<file path="src/rtl/core/assert_macros.svh">
// assertion helper macros for the rtl core
// no dependencies; define NO_ASSERTIONS to compile them away
`ifndef ASSERT_MACROS_SVH
`define ASSERT_MACROS_SVH
`ifndef NO_ASSERTIONS
`define ASSERT_PROP(lbl, clk, rst, prop, msg) \
  lbl: assert property (@(posedge clk) disable iff (rst) (prop)) else $error(msg);
`define ASSERT_NEVER(lbl, clk, rst, expr, msg) \
  lbl: assert property (@(posedge clk) disable iff (rst) !(expr)) else $error(msg);
`else
`define ASSERT_PROP(lbl, clk, rst, prop, msg)
`define ASSERT_NEVER(lbl, clk, rst, expr, msg)
`endif
`endif

</file>
<file path="src/rtl/core/dpts_pkg.sv">
// shared types and constants of the dynamic priority task scheduler
// no dependencies
package dpts_pkg;

  localparam int MAX_TASKS_DEF = 16;

  // result status codes
  localparam logic [1:0] ST_RAN    = 2'd0;
  localparam logic [1:0] ST_LOADED = 2'd1;
  localparam logic [1:0] ST_FULL   = 2'd2;
  localparam logic [1:0] ST_EMPTY  = 2'd3;

  typedef enum logic [2:0] {
    S_IDLE,
    S_LOAD_SCAN,
    S_RUN_SCAN,
    S_RUN_TAIL,
    S_RUN_WB
  } state_t;

  // one table entry as held in the memory
  typedef struct packed {
    logic [7:0]        id;
    logic [7:0]        rtime;
    logic signed [7:0] prio;
    logic [15:0]       order;
  } entry_t;

  // one result word
  typedef struct packed {
    logic [1:0]        status;
    logic [7:0]        id;
    logic [7:0]        rtime;
    logic signed [7:0] prio;
    logic              finished;
  } result_t;

endpackage

</file>
<file path="src/rtl/core/dynamic_priority_task_scheduler.sv">
// dynamic priority task scheduler with aging: ready table in one memory
// depends on dpts_pkg and assert_macros.svh
//
// Usage: raise start with operation, task_id, run_time and priority_req while
// busy is low; the command is taken at that edge. operation 0 loads a task into
// the lowest free slot, operation 1 runs one slice of the valid task of highest
// priority (earliest loaded among equals), lowering its time and priority by one
// (priority floor -128) and removing it when its time reaches zero.
// Each command gives one result word, shown for exactly one cycle with done high:
// status, selected_id, remaining_time, new_priority, finished. Non-run results
// carry zero fields. The receiver cannot stall; it must take the word on done.
// Sequence: a load checks the valid bits one per cycle from slot 0 until it finds
// a free slot, or reports full when the last slot is also taken.
// A run reads the memory one entry per cycle through a registered read, compares
// each word read against the best so far, then writes back the chosen task. busy is
// low again in the done cycle, so a new command may be taken there.
// Reset clears all valid bits and the load counter at once; no clearing pass.
`include "assert_macros.svh"

module dynamic_priority_task_scheduler
  import dpts_pkg::*;
#(
  parameter int MAX_TASKS = MAX_TASKS_DEF
) (
  input  logic              clk,
  input  logic              rst,
  input  logic              start,
  input  logic              operation,
  input  logic [7:0]        task_id,
  input  logic [7:0]        run_time,
  input  logic signed [7:0] priority_req,
  output logic              busy,
  output logic              done,
  output logic [1:0]        status,
  output logic [7:0]        selected_id,
  output logic [7:0]        remaining_time,
  output logic signed [7:0] new_priority,
  output logic              finished
);

  localparam int IW = $clog2(MAX_TASKS);
  localparam logic [IW-1:0] LAST_IDX = IW'(MAX_TASKS - 1);

  state_t state, state_next;

  logic [IW-1:0]        idx;
  logic [MAX_TASKS-1:0] valid;
  logic [15:0]          load_counter;

  logic [7:0]        id_q;
  logic [7:0]        time_q;
  logic signed [7:0] prio_q;

  // table memory
  entry_t mem [MAX_TASKS];
  entry_t rd_data;
  logic   rd_live;
  logic   rd_vld;
  logic [IW-1:0] rd_idx;

  // best candidate of the current scan
  logic          best_found;
  logic [IW-1:0] best_idx;
  entry_t        best_entry;
  logic [15:0]   best_age;

  // control from the output decoder
  logic          accept;
  logic          wr_en;
  logic [IW-1:0] wr_addr;
  entry_t        wr_data;
  logic          valid_set;
  logic          valid_clr;
  logic          res_load;
  result_t       res_next;

  logic [15:0]       rd_age;
  logic              take;
  logic [7:0]        t_new;
  logic signed [7:0] p_new;

  assign accept = start && !busy;

  // compare the word read in the previous cycle against the best so far
  assign rd_age = load_counter - rd_data.order;
  assign take = rd_live && rd_vld &&
                (!best_found || ($signed(rd_data.prio) > $signed(best_entry.prio)) ||
                 ((rd_data.prio == best_entry.prio) && (rd_age > best_age)));

  // slice update of the chosen task
  assign t_new = (best_entry.rtime == 8'd0) ? 8'd0 : best_entry.rtime - 8'd1;
  assign p_new = (best_entry.prio == -8'sd128) ? -8'sd128 : best_entry.prio - 8'sd1;

  // next state
  always_comb begin
    state_next = state;
    case (state)
      S_IDLE: begin
        if (start) state_next = operation ? S_RUN_SCAN : S_LOAD_SCAN;
      end
      S_LOAD_SCAN: begin
        if (!valid[idx] || idx == LAST_IDX) state_next = S_IDLE;
      end
      S_RUN_SCAN: begin
        if (idx == LAST_IDX) state_next = S_RUN_TAIL;
      end
      S_RUN_TAIL: state_next = S_RUN_WB;
      S_RUN_WB:   state_next = S_IDLE;
      default:    state_next = S_IDLE;
    endcase
  end

  // outputs of the sequencer
  always_comb begin
    busy      = (state != S_IDLE);
    wr_en     = 1'b0;
    wr_addr   = idx;
    wr_data   = '{id: id_q, rtime: time_q, prio: prio_q, order: load_counter};
    valid_set = 1'b0;
    valid_clr = 1'b0;
    res_load  = 1'b0;
    res_next  = '0;
    case (state)
      S_LOAD_SCAN: begin
        if (!valid[idx]) begin
          wr_en           = 1'b1;
          valid_set       = 1'b1;
          res_load        = 1'b1;
          res_next.status = ST_LOADED;
        end else if (idx == LAST_IDX) begin
          res_load        = 1'b1;
          res_next.status = ST_FULL;
        end
      end
      S_RUN_WB: begin
        res_load = 1'b1;
        if (best_found) begin
          wr_en             = 1'b1;
          wr_addr           = best_idx;
          wr_data           = '{id: best_entry.id, rtime: t_new, prio: p_new,
                                order: best_entry.order};
          valid_clr         = (t_new == 8'd0);
          res_next.status   = ST_RAN;
          res_next.id       = best_entry.id;
          res_next.rtime    = t_new;
          res_next.prio     = p_new;
          res_next.finished = (t_new == 8'd0);
        end else begin
          res_next.status = ST_EMPTY;
        end
      end
      default: begin
      end
    endcase
  end

  // control registers
  always_ff @(posedge clk) begin
    if (rst) begin
      state        <= S_IDLE;
      valid        <= '0;
      load_counter <= '0;
      rd_live      <= 1'b0;
      best_found   <= 1'b0;
      done         <= 1'b0;
    end else begin
      state   <= state_next;
      rd_live <= (state == S_RUN_SCAN);
      done    <= res_load;
      if (valid_set) begin
        valid[wr_addr] <= 1'b1;
        load_counter   <= load_counter + 16'd1;
      end
      if (valid_clr) valid[wr_addr] <= 1'b0;
      if (accept) best_found <= 1'b0;
      else if (take) best_found <= 1'b1;
    end
  end

  // command word, scan index and best candidate payload
  always_ff @(posedge clk) begin
    if (accept) begin
      id_q   <= task_id;
      time_q <= run_time;
      prio_q <= priority_req;
      idx    <= '0;
    end else if (state == S_LOAD_SCAN || state == S_RUN_SCAN) begin
      idx <= idx + 1'b1;
    end
    if (take) begin
      best_idx   <= rd_idx;
      best_entry <= rd_data;
      best_age   <= rd_age;
    end
  end

  // memory ports: one write, one registered read
  always_ff @(posedge clk) begin
    if (wr_en) mem[wr_addr] <= wr_data;
    rd_data <= mem[idx];
    rd_vld  <= valid[idx];
    rd_idx  <= idx;
  end

  // result word
  always_ff @(posedge clk) begin
    if (res_load) begin
      status         <= res_next.status;
      selected_id    <= res_next.id;
      remaining_time <= res_next.rtime;
      new_priority   <= res_next.prio;
      finished       <= res_next.finished;
    end
  end

  `ASSERT_PROP(a_accept_busy, clk, rst, accept |=> busy,
               "busy not raised after accept")
  `ASSERT_PROP(a_done_src, clk, rst,
               done |-> $past(state == S_RUN_WB || state == S_LOAD_SCAN),
               "done without a finishing state")
  `ASSERT_PROP(a_zero_fields, clk, rst,
               (done && status != ST_RAN) |-> (selected_id == 8'd0 &&
                remaining_time == 8'd0 && new_priority == 8'sd0 && !finished),
               "non-run word with nonzero fields")
  `ASSERT_PROP(a_best_valid, clk, rst,
               (state == S_RUN_WB && best_found) |-> valid[best_idx],
               "chosen entry not valid")
  `ASSERT_NEVER(a_done_idle, clk, rst, done && busy, "done while busy")

endmodule
</file>
<file path="config.mk">
export PLATFORM = sky130hd
export DESIGN_NAME = dynamic_priority_task_scheduler
export DESIGN_NICKNAME = d
export VERILOG_FILES = /design/src/rtl/core/dpts_pkg.sv /design/src/rtl/core/dynamic_priority_task_scheduler.sv
export VERILOG_INCLUDE_DIRS = /design/src /design/src/rtl/core
export SDC_FILE = /design/constraint.sdc
export NUM_CORES = 1
export LEC_CHECK = 0
export BUFFER_PORTS_ARGS = -buffer_cell sky130_fd_sc_hd__buf_4
export CAP_MARGIN = 20
export CORE_MARGIN = 8
export CORE_UTILIZATION = 50
export CTS_CLUSTER_SIZE = 8
export DETAILED_ROUTE_END_ITERATION = 6
export PLACE_DENSITY = 0.66
export SLEW_MARGIN = 20
export SYNTH_ARGS = -nofsm -noshare
export SYNTH_HDL_FRONTEND = slang
export SYNTH_SLANG_ARGS = --single-unit
</file>
<file path="constraint.sdc">
create_clock -name clk -period 19.9 [get_ports clk]
set_clock_uncertainty 0.1 [all_clocks]
set_input_delay 0.995 -clock clk [delete_from_list [all_inputs] [get_ports clk]]
set_output_delay 0.995 -clock clk [all_outputs]
set_load 0.01 [all_outputs]
</file>
### Yosys cells after proc, flatten, opt, wreduce, memory -nomap -nowiden

Memories as Yosys holds them, arrays and structs flattened. A register that Yosys moved wholly into a read port is not among the register bits.
Cells that the tools add are included.

| cells by class | value |
|---|---|
| add/subtract/negate cells | 5 |
| order comparisons | 5 |
| equal/unequal tests | 10 |
| mux-type cells | 33 |
| bitwise gates (word level) | 3 |
| reductions and logical operators | 19 |

Operator list:

| cell | number |
|---|---|
| $mux W40 | 2 |
| $mux W16 | 3 |
| $add A16 B1 Y16 const B | 1 |
| $and A16 B16 Y16 | 1 |
| $gt A16 B16 Y1 | 1 |
| $logic_not A8 Y1 | 2 |
| $mux W8 | 2 |
| $not A16 Y16 | 1 |
| $or A16 B16 Y16 | 1 |
| $sub A16 B16 Y16 | 1 |
| $pmux W3 S4 | 1 |
| $mux W1 | 11 |
| $lt A4 B5 Y1 const B | 2 |
| $mux W3 | 3 |
| $eq A8 B8 Y1 | 1 |
| $eq A8 B8 Y1 const B | 1 |
| $gt A8 B8 Y1 | 1 |
| $mux W2 | 4 |
| $mux W4 | 2 |
| $sub A8 B1 Y8 const B | 1 |
| $sub A8 B2 Y8 const B | 1 |
| $eq A3 B2 Y1 const B | 2 |
| $ne A2 B2 Y1 const B | 3 |
| $logic_and A1 B1 Y1 | 5 |
| 16 further kinds | 22 |

| storage, ports and cells | value |
|---|---|
| register bits after elaboration | 158 |
| bits in writable memories | 640 |
| output and inout port bits | 29 |
| memories kept | 1 |

Memory list:

| memory | depth | bits a word | read ports | clocked after Yosys merged registers in | write ports | RTL line | source |
|---|---|---|---|---|---|---|---|
| mem | 16 | 40 | 1 | 1 | 1 | dynamic_priority_task_scheduler.sv:55 | `entry_t mem [MAX_TASKS];` |

### Depth between registers and ports, before layout

| logic depth | value |
|---|---|
| depth after elaboration | 11 |
| mapped depth | 17 |
| mapped depth without buffers | 17 |

### Worst setup path after synthesis

OpenSTA, ideal clock, no wires.

| path | value |
|---|---|
| path kind | register -> register |
| from | reg load_counter[0] |
| to | reg best_age[0], enable pin |
| arrival time | 5.964 ns |
| data required time | 19.303 ns |
| setup slack | 13.339 ns |
| cell stages (with the launch flop) | 18 |
| buffers on the path | 0 |
| clock period less this slack | 6.561 ns |
| path through | dfxtp_1 > inv_1 > ha_1 > fa_1 > nor2b_1 > o21ai_1 > a21boi_1 > o211ai_1 > a21oi_1 > nor4_1 > a311o_1 > ha_1 > nand3_1 > nor2_1 > nand2_1 > o31ai_1 > o31ai_1 > a21oi_1 |

| between the ends | value |
|---|---|
| cells in the longest elaborated chain, start to end | 5 |

Ends and longest elaborated chain:

| what | RTL line | source |
|---|---|---|
| from (decl) | dynamic_priority_task_scheduler.sv:48 | `logic [15:0] load_counter;` |
| from (signal assigned) | dynamic_priority_task_scheduler.sv:172 | `load_counter <= load_counter + 16'd1;` |
| $sub A16 B16 Y16 | dynamic_priority_task_scheduler.sv:85 | `assign rd_age = load_counter - rd_data.order;` |
| net rd_age[14] | dynamic_priority_task_scheduler.sv:77 | `logic [15:0] rd_age;` |
| $gt A16 B16 Y1 | dynamic_priority_task_scheduler.sv:88 | `((rd_data.prio == best_entry.prio) && (rd_age > best_age)));` |
| $logic_and A1 B1 Y1 | dynamic_priority_task_scheduler.sv:88 |  |
| $logic_or A1 B1 Y1 | dynamic_priority_task_scheduler.sv:87 | `(!best_found \|\| ($signed(rd_data.prio) > $signed(best_entry.prio)) \|\|` |
| $logic_and A1 B1 Y1 | dynamic_priority_task_scheduler.sv:86 | `assign take = rd_live && rd_vld &&` |
| net take | dynamic_priority_task_scheduler.sv:78 | `logic take;` |
| to (signal assigned) | dynamic_priority_task_scheduler.sv:193 | `best_age <= rd_age;` |
| to (decl) | dynamic_priority_task_scheduler.sv:65 | `logic [15:0] best_age;` |

The timed path passes the listed nets, and every way through them passes these cells.
A chain may end at the register's enable or synchronous reset.

### Final worst setup path

| path | value |
|---|---|
| from | reg load_counter[0] |
| to | reg best_age[13], enable pin |

The elaborated chain is that of the path after synthesis.

==> flow_metrics.py <==
metrics = {
    "place": {
        "io_buffers": 56,
        "place_congestion": 0.808,
        "dp_hpwl_um": 35700,
    },
    "floorplanning": {
        "fp.dieW_um": 271,
        "core_um2": 64200,
        "start_util_pct": 50.5,
        "ios": 57,
        "fp-row-count": 93,
        "die-area_um2": 73200,
        "die_height_um": 271,
    },
    "layout": {
        "layout_common_cells": "751 x edfxtp_1, 204 x mux4_2, 114 x clkbuf_16",
        "regArea_um2": 24300,
        "layout.nets": 1854,
        "diodes": 0,
        "nFillCells": 4689,
        "multi_input_area_um2": 7750,
        "drive_gt1_share_pct": 23.9,
        "final_common_cell": "edfxtp_1",
        "syn2layout_area_growth_pct": 15.3,
    },
    "synthesis": {
        "ys.flop_type": "edfxtp_1",
        "avgSynthCellArea_um2": 19.7,
        "syn_area_um2": 32400,
        "synth_warnings": 0,
        "syn_nets": 1717,
        "ys_ff_latch": 838,
        "async_flop_share_pct": 0,
        "synth_edf_count": 751,
        "synth-seq-area-share_pct": 74.9,
        "syn_inst": 1645,
        "synth_cell_types": 52,
        "synth_top_area_share_pct": 69.6,
        "synth_top_area_cell": "edfxtp_1",
        "synthTopCellsByArea": "edfxtp_1 70%, mux4_2 14%, dfxtp_1 5.4%",
    },
    "run": {
        "maxCapViolations": 0,
    },
    "detailed_routing": {
        "first_pass_iters": 5,
        "avgViaCountPerCell": 5.86,
        "wl_per_cell_um": 25.3,
        "drc": 0,
        "vias": 16010,
        "drt-total-wl_um": 69100,
        "drtIter0Drc": 1274,
        "antenna_left": 0,
    },
    "pwr": {
        "share_seq_of_total_power_pct": 48.4,
        "power_frac_comb_pct": 8.5,
        "netSwitchingPower_w": 0.000904,
        "ir_worst_vdd_mv": 0.0733,
        "p_int_w": 0.00322,
        "switching_share_pct": 21.9,
        "powerDensity_nw_per_um2": 110,
        "clock_power_share_pct": 43.1,
        "p_leak_nw": 12.4,
    },
    "timing": {
        "setup_tns_ns": 0,
        "timing.fmax_ghz": 0.193,
        "rsz0062_at_grt": "no",
        "period_share_pct": 26.0,
        "drv_slew": 0,
        "fin_crit_ns": 5.18,
        "finalHoldWorstSlack_ns": 0.302,
        "worst_pin_slew_ns": 1.11,
        "setup_viol": 0,
        "slew_headroom_pct": 25.9,
        "hold_viol_final": 0,
    },
    "clock_network": {
        "numCtsBuffers": 114,
        "post_cts.repair.setup_buffers": 0,
        "clk_path_buf_depth": 3,
        "clk_pin_slew_ns": 0.05,
        "root_buffer": "clkbuf_16",
        "cts_max_level": 3,
        "clkLatencyLatePin_ns": 0.68,
        "cts_tree": "built",
        "hold_buffers": 0,
        "cts.sinks": 838,
        "cts_resized": 0,
    },
    "setup_path": {
        "critical_path_arrival_ns": 5.33,
        "crit_fanout": 46,
        "crit_required_ns": 20.05,
        "cp-start-kind": "flip-flop",
        "worstSetupEndpointType": "flip-flop",
        "crit_type": "flip-flop to flip-flop",
    },
    "run_status": {
        "outcome": "completed",
    },
    "global_route": {
        "gr-total-overflow": 0,
        "grt_start_max_net_pins": 70,
        "track_usage_pct": 19.0,
        "grt_pass1_wl_um": 105000,
        "grt_pass1_vias": 16760,
        "antenna_found_initial": 0,
    },
    "min_path": {
        "hp-class": "flip-flop to flip-flop",
    },
}
area by class of cell:
class	count	area share [%]
Clock inverter	7	0.375
Inverter	56	0.562
Sequential cell	838	65.0
Timing Repair Buffer	92	1.90
Tap cell	855	2.86
Multi-Input combinational cell	680	20.7
Clock buffer	203	8.55
per-layer routing:
metal | share of wire [%] | up-vias | GRT usage (%)
li1 | - | 6943 | -
met1 | 43 | 8423 | 26.4
met2 | 49 | 539 | 30.9
met3 | 5.9 | 105 | 3.48
met4 | 2.1 | 0 | 5.51
met5 | 0 | - | 0
Yosys cell counts (2+ instances only):
master and number:
edfxtp_1 751, mux4_2 204, dfxtp_1 87, nor2_1 79, nand2_1 61, inv_1 55
a21oi_1 44, ha_1 43, clkbuf_1 39, a21o_1 33, nor3_1 30, buf_1 21
xor2_1 20, a211oi_1 18, xnor2_1 15, nand3_1 14, nand4_1 13, a31oi_1 11
and2_1 10, buf_2 10, nand2b_1 9, nor2b_1 8, o21ai_0 8, and3_1 7
nor3b_1 5, o21ai_1 5, o31ai_1 5, or3_1 5, mux2i_1 4, nor4_1 3
a41oi_1 2, and4_1 2, nand3b_1 2, o211ai_1 2, o21a_1 2, o21bai_1 2
worst max-delay path: stages, from the launching register on:
cell,delay (ns)
dfxtp_1,0.36
inv_1,0.08
ha_1,0.23
fa_1,0.41
nor2b_1,0.14
o21ai_1,0.08
a21boi_1,0.33
o211ai_1,0.18
a21oi_1,0.28
nor4_1,0.09
a311o_1,0.36
ha_1,0.30
nand3_1,0.08
nor2_1,0.10
nand2_1,0.09
o31ai_1,0.22
o31ai_1,0.15
a21oi_4,0.48
buf_4,0.72
power groups by stage:
| stage | combinational, W | sequential, W | clock, W |
|---|---|---|---|
| floorplan | 0.000284 | 0.00200 | 0 |
| global placement | 0.000347 | 0.00203 | 0 |
| detailed placement | 0.000351 | 0.00203 | 0 |
| CTS | 0.000353 | 0.00200 | 0.00181 |
| global route | 0.000380 | 0.00200 | 0.00189 |
| finish | 0.000348 | 0.00199 | 0.00178 |
sequential cells by signal, indices dropped and copies added, names as in the netlist, 8 cells and up:
signal          cells
rd_data            40
valid              16
prio_q              8
mem               640
time_q              8
best_entry         40
id_q                8
load_counter       16
remaining_time      8
new_priority        8
selected_id         8
best_age           16
worst paths after layout:
check	startpoint	slack, ns	depth (start not counted)	end
worst min register to register	rd_idx[2]	0.30	0	best_idx[2]
worst max-delay path	load_counter[0]	14.72	18	best_age[13]
worst min-delay path	rd_idx[2]	0.30	0	best_idx[2]
worst max register to register	load_counter[0]	14.72	18	best_age[13]
per-stage QoR:
stage	util [%]	instances	cell area, um2	setup slack (ns)	power [W]
final	58.2	2731	37400	14.72	0.00412
after global routing	58.2	2731	37400	14.31	0.00426
after CTS	58.2	2730	37400	14.67	0.00416
after detailed placement	53.0	2520	34000	14.70	0.00238
after global placement	53.0	2520	34000	14.80	0.00238
after floorplan	-	1645	32400	13.34	0.00229
cell families after synthesis:
group / share of synthesized area [%]
flops: 74.9
mux: 14.4
buf+inv: 1.52
compound gates: 2.77
fa+ha+maj: 1.72
xor+xnor: 0.945
simple gates: 3.74
(Power assumes the default switching activity.)
